**src/hdl/recurring_timer_queue_macros.svh**
```systemverilog
// Assertion macros used by the timer queue datapath.
// No dependencies; include by bare file name.
`ifndef RECURRING_TIMER_QUEUE_MACROS_SVH
`define RECURRING_TIMER_QUEUE_MACROS_SVH

// same-cycle implication
`define RTQ_ASSERT_NOW(label, clk, rst, ante, cons, msg) \
  label: assert property (@(posedge clk) disable iff (rst) (ante) |-> (cons)) \
    else $error(msg);

// next-cycle implication
`define RTQ_ASSERT_NEXT(label, clk, rst, ante, cons, msg) \
  label: assert property (@(posedge clk) disable iff (rst) (ante) |=> (cons)) \
    else $error(msg);

`endif

```
**src/hdl/rtq_pkg.sv**
```systemverilog
// Shared constants, op codes and controller/datapath interface types.
// No dependencies.
package rtq_pkg;

  localparam int SLOTS     = 16;
  localparam int TIME_BITS = 32;
  localparam int MAX_OUT   = 16;
  localparam int SLOT_W    = $clog2(SLOTS);
  localparam int SLOT_ID_W = 4;
  localparam int OP_W      = 2;
  localparam int CNT_W     = $clog2(MAX_OUT + 1);

  typedef enum logic [OP_W-1:0] {
    OP_ARM    = 2'd0,
    OP_DISARM = 2'd1,
    OP_TICK   = 2'd2
  } op_t;

  typedef struct packed {
    logic accept;
    logic scan_step;
    logic emit_fire;
    logic emit_idle;
  } rtq_cmd_t;

  typedef struct packed {
    logic is_tick;
    logic any_due;
    logic scan_end;
    logic out_free;
    logic last;
  } rtq_stat_t;

endpackage

```
**src/hdl/rtq_ctrl.sv**
```systemverilog
// Sequencing state machine of the timer queue.
// Depends on rtq_pkg; drives commands into rtq_datapath.
module rtq_ctrl
  import rtq_pkg::*;
(
  input  logic      clk,
  input  logic      rst,
  input  logic      in_valid,
  output logic      in_stall,
  input  rtq_stat_t stat,
  output rtq_cmd_t  cmd
);

  typedef enum logic [3:0] {
    S_IDLE = 4'b0001,
    S_SCAN = 4'b0010,
    S_EMIT = 4'b0100,
    S_RESP = 4'b1000
  } state_t;

  state_t state, state_next;

  always_ff @(posedge clk) begin
    if (rst) begin
      state <= S_IDLE;
    end else begin
      state <= state_next;
    end
  end

  assign in_stall = (state != S_IDLE);

  always_comb begin
    state_next = state;
    cmd        = '0;
    case (state)
      S_IDLE: begin
        if (in_valid) begin
          cmd.accept = 1'b1;
          state_next = (stat.is_tick && stat.any_due) ? S_SCAN : S_RESP;
        end
      end
      S_SCAN: begin
        cmd.scan_step = 1'b1;
        if (stat.scan_end) begin
          state_next = S_EMIT;
        end
      end
      S_EMIT: begin
        if (stat.out_free) begin
          cmd.emit_fire = 1'b1;
          state_next    = stat.last ? S_IDLE : S_SCAN;
        end
      end
      S_RESP: begin
        if (stat.out_free) begin
          cmd.emit_idle = 1'b1;
          state_next    = S_IDLE;
        end
      end
      default: begin
        state_next = S_IDLE;
      end
    endcase
  end

endmodule

```
**src/hdl/rtq_datapath.sv**
```systemverilog
// Slot table, due-order scan and output register of the timer queue.
// Depends on rtq_pkg and the assertion macro header; driven by rtq_ctrl.
`include "recurring_timer_queue_macros.svh"
module rtq_datapath
  import rtq_pkg::*;
(
  input  logic                 clk,
  input  logic                 rst,
  input  logic [OP_W-1:0]      op,
  input  logic [SLOT_ID_W-1:0] slot_id,
  input  logic [TIME_BITS-1:0] due_time,
  input  logic [TIME_BITS-1:0] repeat_interval,
  input  logic [TIME_BITS-1:0] now_time,
  output logic                 out_valid,
  input  logic                 out_stall,
  output logic                 fired,
  output logic [SLOT_ID_W-1:0] fired_slot,
  output logic                 last,
  input  rtq_cmd_t             cmd,
  output rtq_stat_t            stat
);

  logic [TIME_BITS-1:0] due_mem [SLOTS];
  logic [TIME_BITS-1:0] per_mem [SLOTS];
  logic [SLOTS-1:0]     armed;
  logic [SLOTS-1:0]     elig;
  logic [SLOTS-1:0]     due_ok;
  logic [SLOT_W-1:0]    idx;
  logic [CNT_W-1:0]     cnt;
  logic                 best_vld;
  logic [SLOT_W-1:0]    best_slot;
  logic [TIME_BITS-1:0] best_due;

  logic                 slot_ok;
  logic [SLOT_W-1:0]    arm_idx;
  logic [TIME_BITS-1:0] floor_t;
  logic [TIME_BITS-1:0] arm_due;
  logic [TIME_BITS-1:0] cur_due;
  logic                 take;
  logic                 scan_end;
  logic [TIME_BITS-1:0] best_per;
  logic [TIME_BITS:0]   due_sum;
  logic [TIME_BITS-1:0] due_adv;
  logic [SLOTS-1:0]     best_mask;
  logic                 last_flag;
  logic                 out_free;

  always_comb begin
    for (int i = 0; i < SLOTS; i++) begin
      due_ok[i] = armed[i] && (due_mem[i] <= now_time);
    end
  end

  assign slot_ok   = (int'(slot_id) < SLOTS);
  assign arm_idx   = SLOT_W'(slot_id);
  assign floor_t   = (now_time >= repeat_interval) ? (now_time - repeat_interval) : '0;
  assign arm_due   = (due_time > floor_t) ? due_time : floor_t;
  assign cur_due   = due_mem[idx];
  assign take      = elig[idx] && (!best_vld || (cur_due < best_due));
  assign scan_end  = (idx == SLOT_W'(SLOTS - 1));
  assign best_per  = per_mem[best_slot];
  assign due_sum   = {1'b0, best_due} + {1'b0, best_per};
  assign due_adv   = due_sum[TIME_BITS] ? '1 : due_sum[TIME_BITS-1:0];
  assign best_mask = SLOTS'(1) << best_slot;
  assign last_flag = ((elig & ~best_mask) == '0) || (cnt == CNT_W'(MAX_OUT - 1));
  assign out_free  = !out_valid || !out_stall;

  assign stat.is_tick  = (op == OP_TICK);
  assign stat.any_due  = (due_ok != '0);
  assign stat.scan_end = scan_end;
  assign stat.out_free = out_free;
  assign stat.last     = last_flag;

  always_ff @(posedge clk) begin
    if (rst) begin
      armed     <= '0;
      elig      <= '0;
      idx       <= '0;
      cnt       <= '0;
      best_vld  <= 1'b0;
      out_valid <= 1'b0;
    end else begin
      if (cmd.accept) begin
        idx      <= '0;
        cnt      <= '0;
        best_vld <= 1'b0;
        case (op)
          OP_ARM: begin
            if (slot_ok) begin
              armed[arm_idx] <= 1'b1;
            end
          end
          OP_DISARM: begin
            if (slot_ok) begin
              armed[arm_idx] <= 1'b0;
            end
          end
          OP_TICK: begin
            elig <= due_ok;
          end
          default: begin
          end
        endcase
      end
      if (cmd.scan_step) begin
        idx <= scan_end ? '0 : idx + 1'b1;
        if (take) begin
          best_vld <= 1'b1;
        end
      end
      if (cmd.emit_fire) begin
        elig[best_slot] <= 1'b0;
        cnt             <= cnt + 1'b1;
        best_vld        <= 1'b0;
        if (best_per == '0) begin
          armed[best_slot] <= 1'b0;
        end
      end
      if (cmd.emit_fire || cmd.emit_idle) begin
        out_valid <= 1'b1;
      end else if (!out_stall) begin
        out_valid <= 1'b0;
      end
    end
  end

  always_ff @(posedge clk) begin
    if (cmd.accept && (op == OP_ARM) && slot_ok) begin
      due_mem[arm_idx] <= arm_due;
      per_mem[arm_idx] <= repeat_interval;
    end else if (cmd.emit_fire && (best_per != '0)) begin
      due_mem[best_slot] <= due_adv;
    end
    if (cmd.scan_step && take) begin
      best_due  <= cur_due;
      best_slot <= idx;
    end
    if (cmd.emit_fire) begin
      fired      <= 1'b1;
      fired_slot <= SLOT_ID_W'(best_slot);
      last       <= last_flag;
    end else if (cmd.emit_idle) begin
      fired      <= 1'b0;
      fired_slot <= '0;
      last       <= 1'b1;
    end
  end

  `RTQ_ASSERT_NOW(a_fire_has_pick, clk, rst, cmd.emit_fire, best_vld && elig[best_slot], "fire without a picked slot")
  `RTQ_ASSERT_NOW(a_load_when_free, clk, rst, cmd.emit_fire || cmd.emit_idle, out_free, "result loaded over a pending transfer")
  `RTQ_ASSERT_NEXT(a_last_drains, clk, rst, cmd.emit_fire && last_flag, (elig == '0) || (cnt == CNT_W'(MAX_OUT)), "last result left due slots behind")

endmodule

```
**src/hdl/recurring_timer_queue.sv**
```systemverilog
// Recurring timer queue: arm, disarm and tick over a table of 16 timer slots.
// Arm, disarm, unknown ops and a tick with nothing due: one result, loaded into the output
// register from the response state after accept. Tick firing k slots (at most 16 results):
// each result takes a walk over the 16-slot table, then one load from the emit state.
// The next item is taken the cycle after the final load; a held output delays each load.
// Reset clears all armed bits, the controller and the output valid; due and period entries stay unset.
module recurring_timer_queue
  import rtq_pkg::*;
(
  input  logic                 clk,
  input  logic                 rst,
  input  logic                 in_valid,
  output logic                 in_stall,
  input  logic [OP_W-1:0]      op,
  input  logic [SLOT_ID_W-1:0] slot_id,
  input  logic [TIME_BITS-1:0] due_time,
  input  logic [TIME_BITS-1:0] repeat_interval,
  input  logic [TIME_BITS-1:0] now_time,
  output logic                 out_valid,
  input  logic                 out_stall,
  output logic                 fired,
  output logic [SLOT_ID_W-1:0] fired_slot,
  output logic                 last
);

  rtq_cmd_t  cmd;
  rtq_stat_t stat;

  rtq_ctrl u_ctrl (
    .clk      (clk),
    .rst      (rst),
    .in_valid (in_valid),
    .in_stall (in_stall),
    .stat     (stat),
    .cmd      (cmd)
  );

  rtq_datapath u_datapath (
    .clk             (clk),
    .rst             (rst),
    .op              (op),
    .slot_id         (slot_id),
    .due_time        (due_time),
    .repeat_interval (repeat_interval),
    .now_time        (now_time),
    .out_valid       (out_valid),
    .out_stall       (out_stall),
    .fired           (fired),
    .fired_slot      (fired_slot),
    .last            (last),
    .cmd             (cmd),
    .stat            (stat)
  );

endmodule
```
**config.mk**
```make
export PLATFORM = sky130hd
export DESIGN_NAME = recurring_timer_queue
export DESIGN_NICKNAME = d
export VERILOG_FILES = /design/src/hdl/rtq_pkg.sv /design/src/hdl/rtq_ctrl.sv /design/src/hdl/rtq_datapath.sv /design/src/hdl/recurring_timer_queue.sv
export VERILOG_INCLUDE_DIRS = /design/src /design/src/hdl
export SDC_FILE = /design/constraint.sdc
export NUM_CORES = 2
export LEC_CHECK = 0
export BUFFER_PORTS_ARGS = -buffer_cell sky130_fd_sc_hd__buf_2
export CORE_UTILIZATION = 55
export CTS_BUF_LIST = sky130_fd_sc_hd__clkbuf_8
export CTS_CLUSTER_SIZE = 30
export DETAILED_ROUTE_END_ITERATION = 6
export PLACE_DENSITY = 0.7
export RECOVER_POWER = 50
export SLEW_MARGIN = 5
export SYNTH_ARGS = -nofsm -noshare
export SYNTH_HDL_FRONTEND = slang
export SYNTH_SLANG_ARGS = --single-unit
```
**constraint.sdc**
```tcl
create_clock -name clk -period 13.8 [get_ports clk]
set_input_delay 3.45 -clock clk [delete_from_list [all_inputs] [get_ports clk]]
set_output_delay 3.45 -clock clk [all_outputs]
set_load 0.02 [all_outputs]
```
* Word-level counts from Yosys, hierarchy flattened *
Memories as Yosys holds them, arrays and structs flattened. A register that Yosys moved wholly into a read port is not among the register bits.
Index checks and enable logic that the tools add are counted.

word-level totals
  output and inout port bits = 8
  word-level logic and storage cells = 162
  bits in writable memories = 1,024
  memories kept = 2
  register bits after elaboration = 89
  bits of input ports = 106

cells by class
  reductions and logical operators = 41
  magnitude comparators = 24
  shift-type cells = 1
  eq/ne operators = 14
  mux-type cells = 56
  bitwise operators = 8
  add/sub/neg operators = 4

memory list
  name                words  bits a word  read ports  clocked after Yosys merged registers in  wr ports  line                source
  u_datapath.due_mem  16     32           17          1                                        1         rtq_datapath.sv:23  logic [TIME_BITS-1:0] due_mem [SLOTS];
  u_datapath.per_mem  16     32           1           1                                        1         rtq_datapath.sv:24  logic [TIME_BITS-1:0] per_mem [SLOTS];

operator list
  kind                                                number
  less-or-equal comparator 32 bit                     16
  two-way mux 16 bit                                  8
  two-way mux 32 bit                                  4
  bitwise AND 16 bit                                  4
  two-way mux 4 bit                                   14
  inverter 16 bit                                     3
  adder 32 x 32 -> 33 bit                             1
  greater-or-equal comparator 32 bit                  1
  greater-than comparator 32 bit                      1
  zero test 32 bit                                    1
  < comparator 32 bit                                 1
  case mux 16 bit (2 select lines)                    1
  nonzero test 32 bit                                 1
  OR reduction 32 bit                                 1
  subtractor 32 bit                                   1
  logical AND 1 bit                                   23
  two-way mux 1 bit                                   22
  zero test 16 bit                                    1
  OR 16 bit                                           1
  case mux 4 bit (4 select lines)                     1
  nonzero test 16 bit                                 1
  left shift 1 x 4 -> 16 bit, first input constant    1
  < comparator 4 x 5 -> 1 bit, second input constant  3
  two-way mux 5 bit                                   2
  other kinds (22)                                    35

* Longest topological paths before layout *
  depth after elaboration = 12
  depth in mapped cells = 26
  mapped depth without buffers = 23

* Modules after synthesis *
Synthesis repeated with hierarchy kept, for this count alone.

second synthesis, totals
  cell total of the unflattened synthesis = 4,163
  area total of the unflattened synthesis = 59,761.1 µm²

by module, submodules not included
  module        times used  sequential area each (µm²)  area an instance (µm²)  cells each
  rtq_datapath  1           33,021.7                    59,463.3                4,126
  rtq_ctrl      1           80.1                        297.8                   37

* Worst setup path after synthesis *
No wires, ideal clock.

  path kind = input to register
  start point = input port now_time[0]
  end point = memory u_datapath.due_mem[0][19] (data pin)
  arrival = 8,672 ps
  buffers on the path = 4
  library setup time = 336 ps
  cell stages on the path = 25
  setup slack = 4,792 ps
  required time = 13,464 ps
  cell sequence = inv_1 > ha_1 > inv_1 > fa_1 > a21oi_1 > o211ai_1 > a41oi_1 > nor3_1 > o21ai_0 > nor2b_1 > o21ai_0 > clkbuf_1 > clkbuf_1 > nand2_1 > ha_1 > a2111oi_0 > o21ai_0 > a221oi_1 > nand3_1 > a311o_1 > o21a_1 > clkbuf_1 > clkbuf_1 > o211ai_1 > a21boi_0

between the ends
  cells in the longest elaborated chain, start to end = 5
  elaborated cells on any way between the ends = 6
  classes of those cells = add/sub (1); order compare (2); mux (3)

RTL lines
  what                                                                     line                         source
  start: declaration                                                       recurring_timer_queue.sv:18  input logic [TIME_BITS-1:0] now_time,
  subtractor 32 bit or greater-or-equal comparator 32 bit (tied branches)  rtq_datapath.sv:56           assign floor_t = (now_time >= repeat_interval) ? (now_time - repeat_interval) : '0;
  two-way mux 32 bit *                                                     rtq_datapath.sv:56
  greater-than comparator 32 bit                                           rtq_datapath.sv:57           assign arm_due = (due_time > floor_t) ? due_time : floor_t;
  two-way mux 32 bit *                                                     rtq_datapath.sv:57
  two-way mux 32 bit (no source line) *                                    n/a
  end: declaration                                                         rtq_datapath.sv:23

Every way passes the cells marked *; elsewhere a longest branch is shown, timed or not.

==> results.toml <==
[outcome]
status = "finished, violations left"
violations = "max-capacitance violations, max-slew violations"

[sta]
hold_violations = 0
tns_ps = 0
min_period_ps = 10850
setup_viol = 0
maxSlewViolCount = 734
fin_skew_ps = 54.9
fmax_mhz = 92.2
worst_pin_slew_ps = 3170
slew_headroom_pct = -111
fin_crit_sh_pct = 78.6
setup_ws_ps = 2950
rsz0062_at_grt = "no"

[synthesis]
synth_nets = 4871
syn_avg_cell_area_um2 = 14.4
synth_area_leaders = "edfxtp_1 54%, ha_1 14%, mux4_2 11%"
synth_top_flop_cell = "edfxtp_1"
seq_area_frac_synth_pct = 55.7
synth_edf_count = 1065
synthArstFlopShare_pct = 0
synth_warnings = 0
syn_inst = 4121
synth.most_common_cell = "edfxtp_1"
yosysTopAreaCell = "edfxtp_1"
synth.distinct_cells = 71
yosysTopAreaCellShare_pct = 53.8
synth_area_mm2 = 0.0594
synth_commonest_cells = "1,065 x edfxtp_1, 642 x ha_1, 301 x mux4_2"
synth_seq_cells = 1121

[worst_setup_path]
start_kind = "register"
crit_path_max_incr_delay_ps = 2350
crit_fanout = 47
cp_cell_sequence = "clkbuf_1 > clkbuf_1 > mux4_2 > mux4_2 > ha_1 > a21oi_1 > nor2b_1 > o21ai_0 > o211ai_1 > a21oi_1 > o21ai_1 > a221oi_2 > o31ai_1 > a21oi_4 > buf_4"
required_ps = 14320
crit_arrival_ps = 11370
cp-end-kind = "register"
slowest_stage = "clkbuf_1"
critical_path_class = "reg2reg"

[power_and_ir_drop]
power_switching_w = 0.00193
p_comb_share_pct = 9.3
total_power_w = 0.00742
clock_power_share_pct = 38.8
leakage_nw = 24.1
internal_power_w = 0.00549
ir_worst_vdd_mv = 0.0774
p_seq_share_pct = 51.9
powerDensity_mw_per_mm2 = 113
switching_share_pct = 26.0

[clock_tree]
cts_buffers = 182
hold_buffers = 0
cts_root_buf = "clkbuf_8"
path_clk_slew_ps = 60
cts-resized-gates = 0
cts_max_path_buffers = 3
cts_setup_buffers = 0
htreeDepth = 4
clk_latency_ps = 920
cts_num_sinks = 1121
cts_tree = "built"

[floorplan]
start_util_pct = 55.5
core-area_mm2 = 0.107
io_pins = 114
dieArea_mm2 = 0.109
die_y_um = 331
die_w_um = 331
num_rows = 120

[placed_design]
post-place-ws_ps = 2800
dp_hpwl_um = 130000
portBuffers = 113
dpl.cell_count = 5612
place_area_mm2 = 0.0622
place_congestion = 0.954

[layout]
syn2layout_area_growth_pct = 10.6
nets = 5146
fin_cells = 5974
final_area_mm2 = 0.0657
drive_gt1_share_pct = 16.5
final.fill_count = 8032

[grt]
grt_overflow_total = 0
grt_first_pass_wirelength_um = 260000
grt_max_degree = 89
grt_usage_pct = 33.0
antenna_found_initial = 27
grt_pass1_vias = 39000

[min_path]
hold_path.class = "reg2reg"

[detailed_routing]
drt-initial-drc-count = 4753
routedWlPerCell_um = 30.1
drc_errors = 0
num_vias = 40100
totalWireLength_um = 180000
via_per_inst = 6.71
ant_nets = 0
dr.pass1.iters = 6

[flow_run]
cap_violations = 21
## metal layers
| layer | GRT usage (%) | wire length (um) |
|---|---|---|
| met3 | 7.71 | 18200 |
| met2 | 52.0 | 83100 |
| met5 | 0 | 81 |
| met1 | 44.0 | 70500 |
| met4 | 14.4 | 7970 |
## critical path, delay by kind of cell (launching register included)
family,cells,cell delay [ps]
buffers and inverters,3,5140
AO/OA/AOI/OAI,8,1960
adder cells (fa/ha/maj),1,350
AND/OR/NAND/NOR,1,60
flip-flops,1,1700
multiplexers,2,1080
## final cells by class
cell class | instances | area (um^2) | share of cell area [%]
antenna | 29 | 72.6 | 0.110
tap | 1403 | 1760 | 2.67
timing repair buffer | 210 | 1200 | 1.83
multi-input combinational | 2724 | 25400 | 38.7
inverter | 157 | 589 | 0.896
clock inverter | 143 | 990 | 1.51
sequential | 1121 | 33100 | 50.4
clock buffer | 187 | 2570 | 3.91
## power groups by stage
stage	sequential [W]	clock (W)	combinational, W
after global placement	0.00392	0	0.000654
after floorplan	0.00392	0	0.000374
after global routing	0.00385	0.00305	0.000752
after CTS	0.00385	0.00291	0.000675
final	0.00385	0.00288	0.000690
after detailed placement	0.00392	0	0.000670
## registers in the layout, summed over array words and instances (netlist names), named ones only
signal / flops
u_datapath.idx: 4
u_datapath.armed: 16
u_datapath.fired_slot: 4
u_ctrl.state: 4
u_datapath.due_mem: 512
u_datapath.elig: 16
u_datapath.per_mem: 512
u_datapath.out_valid: 1
u_datapath.fired: 1
u_datapath.last: 1
u_datapath.best_vld: 1
u_datapath.best_due: 32
u_datapath.cnt: 5
u_datapath.best_slot: 4
## metrics by stage
stage	hold slack (ps)	utilization (%)
final	470	61.4
after global routing	511	61.4
after CTS	467	61.5
after detailed placement	458	58.1
after global placement	454	58.1
after floorplan	432	-
## cells in the final DEF, fill, tap and decap left out, types with 14 or more instances in the layout
master	netlist	routed
nor2b_1	62	62
xor2_1	23	23
nand4_1	123	123
a31oi_1	23	23
clkinv_2	0	31
a22oi_1	46	44
nor2_1	161	157
buf_2	25	71
clkinv_1	0	33
nor3_1	48	48
a221oi_1	16	16
clkbuf_8	0	187
nor4_1	38	38
mux4_2	301	301
nand2_1	230	229
clkbuf_1	73	55
a21o_1	121	121
edfxtp_1	1065	1065
nand3_1	82	82
a21oi_1	268	256
o21a_1	19	19
a2111oi_0	15	14
nand2b_1	34	33
and4_1	18	18
buf_4	0	82
a211oi_1	49	49
diode_2	0	29
dfxtp_1	56	51
o211ai_1	19	19
a32oi_1	22	22
inv_1	157	208
o22ai_1	16	16
o21ai_0	160	159
xnor2_1	30	30
ha_1	642	642
## kinds of logic (layout without fill, tap and decap cells)
kind of cell / Yosys count / count (layout) / share of synthesized area [%]
and+or+nand+nor: 863 / 863 / 7.35
DFF: 1121 / 1121 / 55.7
muxes: 316 / 316 / 11.7
other: 0 / 29 / 0
AOI/OAI and AO/OA: 848 / 848 / 9.12
adders and majority gates: 644 / 644 / 13.6
xor gates and xnor gates: 53 / 53 / 0.781
buffers and inverters: 276 / 697 / 1.80
## final timing paths
| path | start | end | slack, ps | depth (start not counted) |
|---|---|---|---|---|
| setup / recovery | register | u_datapath.best_due[8] | 2950 | 15 |
| hold / removal | u_datapath.fired | u_datapath.fired | 470 | 2 |
| setup reg to reg | register | u_datapath.best_due[8] | 2950 | 15 |
| hold reg to reg | u_datapath.fired | u_datapath.fired | 470 | 2 |
Note: power is estimated with default switching activity, not from simulation.
